## src/hdl/tmd_pkg.sv

```systemverilog
package tmd_pkg;

  // Field widths
  localparam int VAL_W     = 24;
  localparam int OUT_W     = 48;
  localparam int SUM_W     = 64;
  localparam int ROOT_W    = 32;
  localparam int CFG_IDX_W = 1;

  // Register indexes
  localparam logic [CFG_IDX_W-1:0] CFG_THRESHOLD = 1'd0;
  localparam logic [CFG_IDX_W-1:0] CFG_MODE      = 1'd1;

  // Queue between front and back
  localparam int FIFO_DEPTH = 4;
  localparam int PTR_W      = $clog2(FIFO_DEPTH);
  localparam int CNT_W      = $clog2(FIFO_DEPTH + 1);

  localparam logic [OUT_W-1:0] OUT_MAX = {OUT_W{1'b1}};

  // One classified element pair
  typedef struct packed {
    logic [VAL_W-1:0] diff;
    logic             hit;
    logic             mode;
    logic             last;
  } entry_t;

  typedef struct packed {
    logic [CNT_W-1:0] count;
    logic             full;
    logic             empty;
  } fifo_stat_t;

  typedef struct packed {
    logic             start;
    logic [SUM_W-1:0] operand;
  } sqrt_req_t;

  typedef struct packed {
    logic              busy;
    logic              done;
    logic [ROOT_W-1:0] root;
  } sqrt_rsp_t;

  typedef enum logic [2:0] {
    S_IDLE,
    S_TERM_MUL,
    S_TERM_ADD,
    S_TERM_ROOT,
    S_FINISH,
    S_FINAL_MUL,
    S_FINAL_OUT,
    S_FINAL_ROOT
  } back_state_t;

endpackage

```

## src/hdl/tmd_front.sv

```systemverilog
module tmd_front import tmd_pkg::*; (
  input  logic                 clk,
  input  logic                 rst,
  input  logic                 cfg_wen,
  input  logic [CFG_IDX_W-1:0] cfg_index,
  input  logic [VAL_W-1:0]     cfg_data,
  input  logic [VAL_W-1:0]     own_value,
  input  logic [VAL_W-1:0]     other_value,
  input  logic                 last_element,
  output entry_t               entry
);

  logic [VAL_W-1:0] threshold;
  logic             mode;
  logic [VAL_W-1:0] diff;

  // Hold configuration registers
  always_ff @(posedge clk) begin
    if (rst) begin
      threshold <= '0;
      mode      <= 1'b0;
    end else if (cfg_wen) begin
      unique case (cfg_index)
        CFG_THRESHOLD: threshold <= cfg_data;
        CFG_MODE:      mode      <= cfg_data[0];
        default: ;
      endcase
    end
  end

  // Classify the pair: absolute difference against the threshold
  always_comb begin
    diff       = (own_value > other_value) ? own_value - other_value
                                           : other_value - own_value;
    entry.diff = diff;
    entry.hit  = diff > threshold;
    entry.mode = mode;
    entry.last = last_element;
  end

endmodule

```

## src/hdl/tmd_fifo.sv

```systemverilog
module tmd_fifo import tmd_pkg::*; (
  input  logic       clk,
  input  logic       rst,
  input  logic       push,
  input  entry_t     wr_entry,
  input  logic       pop,
  output entry_t     rd_entry,
  output fifo_stat_t stat
);

  entry_t           slots [FIFO_DEPTH];
  logic [PTR_W-1:0] wptr;
  logic [PTR_W-1:0] rptr;
  logic [CNT_W-1:0] count;

  // Advance pointers and level
  always_ff @(posedge clk) begin
    if (rst) begin
      wptr  <= '0;
      rptr  <= '0;
      count <= '0;
    end else begin
      if (push) wptr <= wptr + 1'b1;
      if (pop)  rptr <= rptr + 1'b1;
      if (push && !pop) count <= count + 1'b1;
      else if (pop && !push) count <= count - 1'b1;
    end
  end

  // Store items
  always_ff @(posedge clk) begin
    if (push) slots[wptr] <= wr_entry;
  end

  assign rd_entry   = slots[rptr];
  assign stat.count = count;
  assign stat.full  = (count == CNT_W'(FIFO_DEPTH));
  assign stat.empty = (count == '0);

endmodule

```

## src/hdl/tmd_isqrt.sv

```systemverilog
module tmd_isqrt import tmd_pkg::*; (
  input  logic      clk,
  input  logic      rst,
  input  sqrt_req_t req,
  output sqrt_rsp_t rsp
);

  localparam int REM_W = ROOT_W + 2;
  localparam int CNT_SW = $clog2(ROOT_W + 1);

  logic [SUM_W-1:0]  x;
  logic [REM_W-1:0]  rem;
  logic [ROOT_W-1:0] root;
  logic [CNT_SW-1:0] cnt;
  logic              busy;
  logic              done;
  logic [REM_W+1:0]  rem_sh;
  logic [REM_W+1:0]  trial;
  logic              take;

  // One result bit per cycle, restoring method
  always_comb begin
    rem_sh = {rem, x[SUM_W-1 -: 2]};
    trial  = {2'b00, root, 2'b01};
    take   = rem_sh >= trial;
  end

  // Control
  always_ff @(posedge clk) begin
    if (rst) begin
      busy <= 1'b0;
      done <= 1'b0;
      cnt  <= '0;
    end else begin
      done <= 1'b0;
      if (req.start) begin
        busy <= 1'b1;
        cnt  <= CNT_SW'(ROOT_W);
      end else if (busy) begin
        cnt <= cnt - 1'b1;
        if (cnt == CNT_SW'(1)) begin
          busy <= 1'b0;
          done <= 1'b1;
        end
      end
    end
  end

  // Datapath
  always_ff @(posedge clk) begin
    if (req.start) begin
      x    <= req.operand;
      rem  <= '0;
      root <= '0;
    end else if (busy) begin
      x <= {x[SUM_W-3:0], 2'b00};
      if (take) begin
        rem  <= REM_W'(rem_sh - trial);
        root <= {root[ROOT_W-2:0], 1'b1};
      end else begin
        rem  <= rem_sh[REM_W-1:0];
        root <= {root[ROOT_W-2:0], 1'b0};
      end
    end
  end

  assign rsp.busy = busy;
  assign rsp.done = done;
  assign rsp.root = root;

endmodule

```

## src/hdl/tmd_back.sv

```systemverilog
module tmd_back import tmd_pkg::*; (
  input  logic             clk,
  input  logic             rst,
  input  entry_t           head,
  input  fifo_stat_t       fstat,
  output logic             pop,
  output sqrt_req_t        sreq,
  input  sqrt_rsp_t        srsp,
  output logic             out_valid,
  input  logic             out_ready,
  output logic [OUT_W-1:0] error_value
);

  back_state_t      state;
  back_state_t      state_next;
  entry_t           cur;
  logic [SUM_W-1:0] running_sum;
  logic [SUM_W-1:0] running_sum_next;
  logic [SUM_W-1:0] prod;
  logic [31:0]      mul_op;
  logic             emit;
  logic [OUT_W-1:0] emit_value;

  function automatic logic [SUM_W-1:0] sat_add(input logic [SUM_W-1:0] a,
                                               input logic [SUM_W-1:0] b);
    logic [SUM_W:0] s;
    s = {1'b0, a} + {1'b0, b};
    return s[SUM_W] ? {SUM_W{1'b1}} : s[SUM_W-1:0];
  endfunction

  // State register
  always_ff @(posedge clk) begin
    if (rst) state <= S_IDLE;
    else     state <= state_next;
  end

  // Next state and controls
  always_comb begin
    state_next       = state;
    pop              = 1'b0;
    sreq.start       = 1'b0;
    sreq.operand     = {{(SUM_W-VAL_W-16){1'b0}}, head.diff, 16'b0};
    running_sum_next = running_sum;
    emit             = 1'b0;
    emit_value       = prod[OUT_W+15:16];
    unique case (state)
      S_IDLE: begin
        if (!fstat.empty) begin
          pop = 1'b1;
          if (head.hit && head.mode) begin
            sreq.start = 1'b1;
            state_next = S_TERM_ROOT;
          end else if (head.hit) begin
            state_next = S_TERM_MUL;
          end else if (head.last) begin
            state_next = S_FINISH;
          end
        end
      end
      S_TERM_MUL: state_next = S_TERM_ADD;
      S_TERM_ADD: begin
        running_sum_next = sat_add(running_sum, prod);
        state_next       = cur.last ? S_FINISH : S_IDLE;
      end
      S_TERM_ROOT: begin
        if (srsp.done) begin
          running_sum_next = sat_add(running_sum, {{(SUM_W-ROOT_W){1'b0}}, srsp.root});
          state_next       = cur.last ? S_FINISH : S_IDLE;
        end
      end
      S_FINISH: begin
        if (!out_valid) begin
          if (cur.mode && running_sum[SUM_W-1:32] != '0) begin
            emit             = 1'b1;
            emit_value       = OUT_MAX;
            running_sum_next = '0;
            state_next       = S_IDLE;
          end else if (cur.mode) begin
            state_next = S_FINAL_MUL;
          end else begin
            sreq.start   = 1'b1;
            sreq.operand = running_sum;
            state_next   = S_FINAL_ROOT;
          end
        end
      end
      S_FINAL_MUL: state_next = S_FINAL_OUT;
      S_FINAL_OUT: begin
        emit             = 1'b1;
        running_sum_next = '0;
        state_next       = S_IDLE;
      end
      S_FINAL_ROOT: begin
        if (srsp.done) begin
          emit             = 1'b1;
          emit_value       = {{(OUT_W-ROOT_W){1'b0}}, srsp.root};
          running_sum_next = '0;
          state_next       = S_IDLE;
        end
      end
      default: state_next = S_IDLE;
    endcase
  end

  // Hold the item under work
  always_ff @(posedge clk) begin
    if (pop) cur <= head;
  end

  // Shared multiplier: square of the difference, or of the summed roots
  assign mul_op = (state == S_FINAL_MUL) ? running_sum[31:0]
                                         : {{(32-VAL_W){1'b0}}, cur.diff};
  always_ff @(posedge clk) begin
    prod <= SUM_W'(mul_op * mul_op);
  end

  // Accumulator
  always_ff @(posedge clk) begin
    if (rst) running_sum <= '0;
    else     running_sum <= running_sum_next;
  end

  // Output register
  always_ff @(posedge clk) begin
    if (rst) begin
      out_valid <= 1'b0;
    end else if (emit) begin
      out_valid <= 1'b1;
    end else if (out_ready) begin
      out_valid <= 1'b0;
    end
  end

  always_ff @(posedge clk) begin
    if (emit) error_value <= emit_value;
  end

endmodule

```

## src/hdl/thresholded_matrix_distance.sv

```systemverilog
// Channel  | handshake           | payload
// ---------+---------------------+------------------------------------------
// in       | in_valid, in_ready  | own_value, other_value, last_element
// out      | out_valid,out_ready | error_value
// cfg      | cfg_wen             | cfg_index, cfg_data (no wait, no read-back)
//
// Items enter a four-deep queue; in_ready drops only while it is full.
// Back end: a counted pair in mode 0 is popped, multiplied and added; in
// mode 1 its root comes from the one-bit-per-cycle square-root unit.
// An uncounted pair is only popped. A last pair then squares the summed roots
// in mode 1 (32x32 multiplier) or roots the sum in mode 0 (square-root unit).
// Results wait in an output register as items queue; reset clears no payload.
module thresholded_matrix_distance import tmd_pkg::*; (
  input  logic                 clk,
  input  logic                 rst,
  input  logic                 cfg_wen,
  input  logic [CFG_IDX_W-1:0] cfg_index,
  input  logic [VAL_W-1:0]     cfg_data,
  input  logic                 in_valid,
  output logic                 in_ready,
  input  logic [VAL_W-1:0]     own_value,
  input  logic [VAL_W-1:0]     other_value,
  input  logic                 last_element,
  output logic                 out_valid,
  input  logic                 out_ready,
  output logic [OUT_W-1:0]     error_value
);

  entry_t     wr_entry;
  entry_t     head;
  fifo_stat_t fstat;
  logic       push;
  logic       pop;
  sqrt_req_t  sreq;
  sqrt_rsp_t  srsp;

  assign in_ready = !fstat.full;
  assign push     = in_valid && in_ready;

  tmd_front u_front (
    .clk          (clk),
    .rst          (rst),
    .cfg_wen      (cfg_wen),
    .cfg_index    (cfg_index),
    .cfg_data     (cfg_data),
    .own_value    (own_value),
    .other_value  (other_value),
    .last_element (last_element),
    .entry        (wr_entry)
  );

  tmd_fifo u_fifo (
    .clk      (clk),
    .rst      (rst),
    .push     (push),
    .wr_entry (wr_entry),
    .pop      (pop),
    .rd_entry (head),
    .stat     (fstat)
  );

  tmd_isqrt u_isqrt (
    .clk (clk),
    .rst (rst),
    .req (sreq),
    .rsp (srsp)
  );

  tmd_back u_back (
    .clk         (clk),
    .rst         (rst),
    .head        (head),
    .fstat       (fstat),
    .pop         (pop),
    .sreq        (sreq),
    .srsp        (srsp),
    .out_valid   (out_valid),
    .out_ready   (out_ready),
    .error_value (error_value)
  );

  // Queue level never passes its depth
  a_fifo_level: assert property (@(posedge clk) disable iff (rst)
    fstat.count <= CNT_W'(FIFO_DEPTH))
    else $error("queue level beyond depth");

  // A push without a pop raises the level by one
  a_fifo_push: assert property (@(posedge clk) disable iff (rst)
    (push && !pop) |=> fstat.count == $past(fstat.count) + 1'b1)
    else $error("queue level did not follow push");

  // Never pop an empty queue
  a_fifo_pop: assert property (@(posedge clk) disable iff (rst)
    pop |-> !fstat.empty)
    else $error("pop from empty queue");

  // Root unit is never restarted while it runs, and always takes a start
  a_sqrt_idle: assert property (@(posedge clk) disable iff (rst)
    sreq.start |-> !srsp.busy)
    else $error("root unit restarted while busy");

  a_sqrt_start: assert property (@(posedge clk) disable iff (rst)
    sreq.start |=> srsp.busy)
    else $error("root unit ignored start");

endmodule
```

## config.mk

```make
export PLATFORM = sky130hd
export DESIGN_NAME = thresholded_matrix_distance
export DESIGN_NICKNAME = d
export VERILOG_FILES = /design/src/hdl/tmd_pkg.sv /design/src/hdl/tmd_front.sv /design/src/hdl/tmd_fifo.sv /design/src/hdl/tmd_isqrt.sv /design/src/hdl/tmd_back.sv /design/src/hdl/thresholded_matrix_distance.sv
export SDC_FILE = /design/constraint.sdc
export NUM_CORES = 2
export LEC_CHECK = 0
export BUFFER_PORTS_ARGS = -buffer_cell sky130_fd_sc_hd__clkbuf_2
export CORE_MARGIN = 2
export CORE_UTILIZATION = 48
export DETAILED_ROUTE_END_ITERATION = 7
export PLACE_DENSITY = 0.74
export SYNTH_ARGS = -nofsm -noshare
export SYNTH_HDL_FRONTEND = slang
export SYNTH_SLANG_ARGS = --single-unit
```

## constraint.sdc

```tcl
create_clock -name clk -period 9 [get_ports clk]
set_input_delay 1.8 -clock clk [delete_from_list [all_inputs] [get_ports clk]]
set_output_delay 1.8 -clock clk [all_outputs]
set_load 0.02 [all_outputs]
```

==> impl_metrics.json <==
{
  "cap_violations": 0,
  "r2r_start": "u_back.state[2]$_SDFFE_PP0P_",
  "core_area_um2": 121000,
  "syn_nets": 7746,
  "setup_viol": 0,
  "die_area_um2": 125000,
  "gp_congestion": 1.03,
  "die_y_um": 353,
  "drc": 0,
  "crit_required_ns": 9.54,
  "netlist-cell-type-count": 84,
  "grt.total_usage": 0.306,
  "ys_ff_latch": 485,
  "start_kind": "flip-flop",
  "drt_wl_total_um": 190000,
  "ff2ff_path_depth": 35,
  "yosysWarnings": 0,
  "grt_max_degree": 82,
  "hold_viol_final": 0,
  "r2r_end": "u_back.prod[54]$_DFF_P_",
  "vias_per_cell": 5.79,
  "ys_seq_area_frac": 0.208,
  "cp_common_cell": "fa_1",
  "cp_max_fo": 12,
  "placement_rows": 128,
  "synthCells": 6375,
  "drive_gt1_frac": 0.0972,
  "finalNonFillerCells": 8189,
  "relSlewSlack": 0.203,
  "die_x_um": 353,
  "cts_tree": "done",
  "htreeDepth": 2,
  "synth_ff_type": "edfxtp_1",
  "netlist_area_um2": 58500,
  "area_growth_pct": 9.74,
  "cts.sinks": 485,
  "endpoint": "u_back.prod[54]$_DFF_P_",
  "grt-ovfl-total": 0,
  "crit_path_end_kind": "flip-flop",
  "pin_count": 129,
  "drt_iter0_drc": 4569,
  "startpoint": "u_back.state[2]$_SDFFE_PP0P_",
  "cts_root_buffer": "clkbuf_16",
  "first_pass_iters": 6,
  "num_vias": 47400,
  "avgSynthCellArea_um2": 9.17,
  "r2r_slack_ns": 0.26,
  "ant_nets": 0,
  "grt_pass1_wl_um": 292000,
  "finalCriticalPeriod_ns": 8.74,
  "dp.final_hpwl_um": 153000,
  "numCtsBuffers": 54,
  "cp_data_arrival_time_ns": 9.28,
  "crit_type": "reg2reg",
  "seq_area_um2": 12200,
  "synth-edff-count": 246,
  "first_global_vias": 48900,
  "status": "completed",
  "cp_slowest_cell": "fa_1",
  "nets": 7887,
  "wl_per_cell_um": 23.2,
  "clock_path_buffers": 3,
  "io_buffers": 128,
  "holdCritPathClass": "reg2reg",
  "clk_latency_ns": 0.64,
  "path_clk_slew_ns": 0.06,
  "max_freq_mhz": 114,
  "finalCritPeriodShare": 0.971,
  "initial_core_util": 0.482,
  "cpPeakStageDelay_ns": 0.58,
  "clock_skew_ns": 0.0334,
  "tightest_slew_ns": 1.19,
  "cts_hold_buf": 0,
  "grt_setup_unrepaired": "yes",
  "n_fill_cell": 11100,
  "slew_viol_final": 0,
  "dp_cells": 8074,
  "antenna_found_initial": 4,
  "multiInputGateArea_um2": 41000,
  "async_flop_share": 0
}
-- worst min path at each step --
| stage | cells past startpoint | to | from | slack (ns) |
|---|---|---|---|---|
| after floorplan | 2 | u_front.threshold[10]$_SDFFE_PP0P_ | u_front.threshold[10]$_SDFFE_PP0P_ | 0.44 |
| after global placement | 2 | u_front.threshold[9]$_SDFFE_PP0P_ | u_front.threshold[9]$_SDFFE_PP0P_ | 0.44 |
| after detailed placement | 2 | u_front.threshold[15]$_SDFFE_PP0P_ | u_front.threshold[15]$_SDFFE_PP0P_ | 0.45 |
| after CTS | 2 | u_front.threshold[15]$_SDFFE_PP0P_ | u_front.threshold[15]$_SDFFE_PP0P_ | 0.46 |
| after global routing | 2 | u_front.threshold[14]$_SDFFE_PP0P_ | u_front.threshold[14]$_SDFFE_PP0P_ | 0.48 |
| final | 2 | u_front.threshold[5]$_SDFFE_PP0P_ | u_front.threshold[5]$_SDFFE_PP0P_ | 0.46 |
-- Yosys cell counts, drive strengths merged, types with 61 or more instances --
library cell  instances  area [um2]
dfxtp               239        4780
nor2                402        1510
nand3                78         390
xor2                104         911
inv                1152        4320
nand4                61         388
clkbuf              256         961
ha                  496        6210
mux2i               104        1040
edfxtp              246        7390
a21oi               410        2050
and3                133         832
nand2               585        2200
fa                  796       15900
a21o                146        1100
o21ai               257        1300
xnor2               153        1340
nor3                 95         475
-- flip-flops by register name, indices dropped and copies added, names as in the netlist, 24 cells and up, named ones only --
signal,count
u_back.cur,26
u_fifo.slots,108
u_isqrt.rem,34
u_isqrt.x,64
u_back.error_value,48
u_back.prod,63
u_front.threshold,24
u_back.running_sum,64
u_isqrt.root,32
-- cells in the final DEF (no fill, tap or decap), types with 39 or more instances in the layout --
cell type | netlist | final
nand3_1 | 78 | 77
nand4_1 | 60 | 60
a21oi_1 | 410 | 402
fa_1 | 796 | 795
a31oi_1 | 41 | 39
nor3_1 | 95 | 94
a211oi_1 | 46 | 45
o21ai_0 | 227 | 224
dfxtp_1 | 239 | 236
and3_1 | 133 | 132
clkbuf_16 | 0 | 56
edfxtp_1 | 246 | 246
xor2_1 | 104 | 104
o211ai_1 | 50 | 50
ha_1 | 496 | 493
a22o_1 | 39 | 39
clkbuf_2 | 0 | 127
xnor2_1 | 153 | 153
a21o_1 | 146 | 146
buf_4 | 10 | 245
nand2_1 | 584 | 578
o21bai_1 | 42 | 41
nor2_1 | 402 | 391
mux2i_1 | 104 | 101
inv_1 | 1151 | 1141
-- cell type report --
class,count,share of cell area
Clock inverter,40,0.00548
Sequential cell,485,0.190
Tap cell,1625,0.0317
Antenna cell,2,0.0000780
Inverter,1158,0.0679
Timing Repair Buffer,393,0.0444
Clock buffer,62,0.0220
Multi-Input combinational cell,4424,0.639
-- layer usage --
layer,GRT usage,wire length (um)
met2,0.492,87300
met1,0.397,74700
met5,0,28
met4,0.159,11900
met3,0.0539,16100
-- metrics by stage --
| stage | setup slack (ns) | TNS, ns | instance area (um2) | hold slack (ns) | utilization |
|---|---|---|---|---|---|
| global route | -0.0712 | -0.148 | 64200 | 0.476 | 0.528 |
| floorplan | 0.123 | 0 | 58500 | 0.436 | - |
| finish | 0.259 | 0 | 64200 | 0.456 | 0.528 |
| CTS | 0.0144 | 0 | 63800 | 0.459 | 0.526 |
| global placement | -0.134 | -0.410 | 62000 | 0.445 | 0.511 |
| detailed placement | -0.209 | -0.703 | 62000 | 0.450 | 0.511 |
-- kinds of logic (layout without fill, tap and decap cells) --
logic type / count (synthesis) / in the layout / share of synthesized area
multiplexers: 156 / 156 / 0.0330
AND/OR/NAND/NOR: 1523 / 1523 / 0.118
buffers and inverters: 1466 / 1653 / 0.0954
adder cells (fa/ha/maj): 1292 / 1292 / 0.379
XOR/XNOR: 257 / 257 / 0.0385
AO/OA/AOI/OAI: 1196 / 1196 / 0.128
other: 0 / 2 / 0
flip-flops: 485 / 485 / 0.208
-- timing repair --
action	CTS	global route
resized for setup	7	63
endpoints found under the setup margin	7	18
buffers inserted	0	10
pin swaps	1	9
hold endpoints to repair	0	0
cloned	0	1
-- worst max-delay path: cells and delay by family (launching register included) --
family                   cells  cell delay [ns]
buffers and inverters       12             1.38
AND/OR/NAND/NOR              7             1.07
AO/OA/AOI/OAI                5             1.15
adder cells (fa/ha/maj)      9             4.34
XOR/XNOR                     1             0.17
flip-flops                   1             0.34
multiplexers                 1             0.20
Power is left out: the tool's default activity adds up to more than one toggle a clock period on the data nets, which glitch-free logic cannot reach.
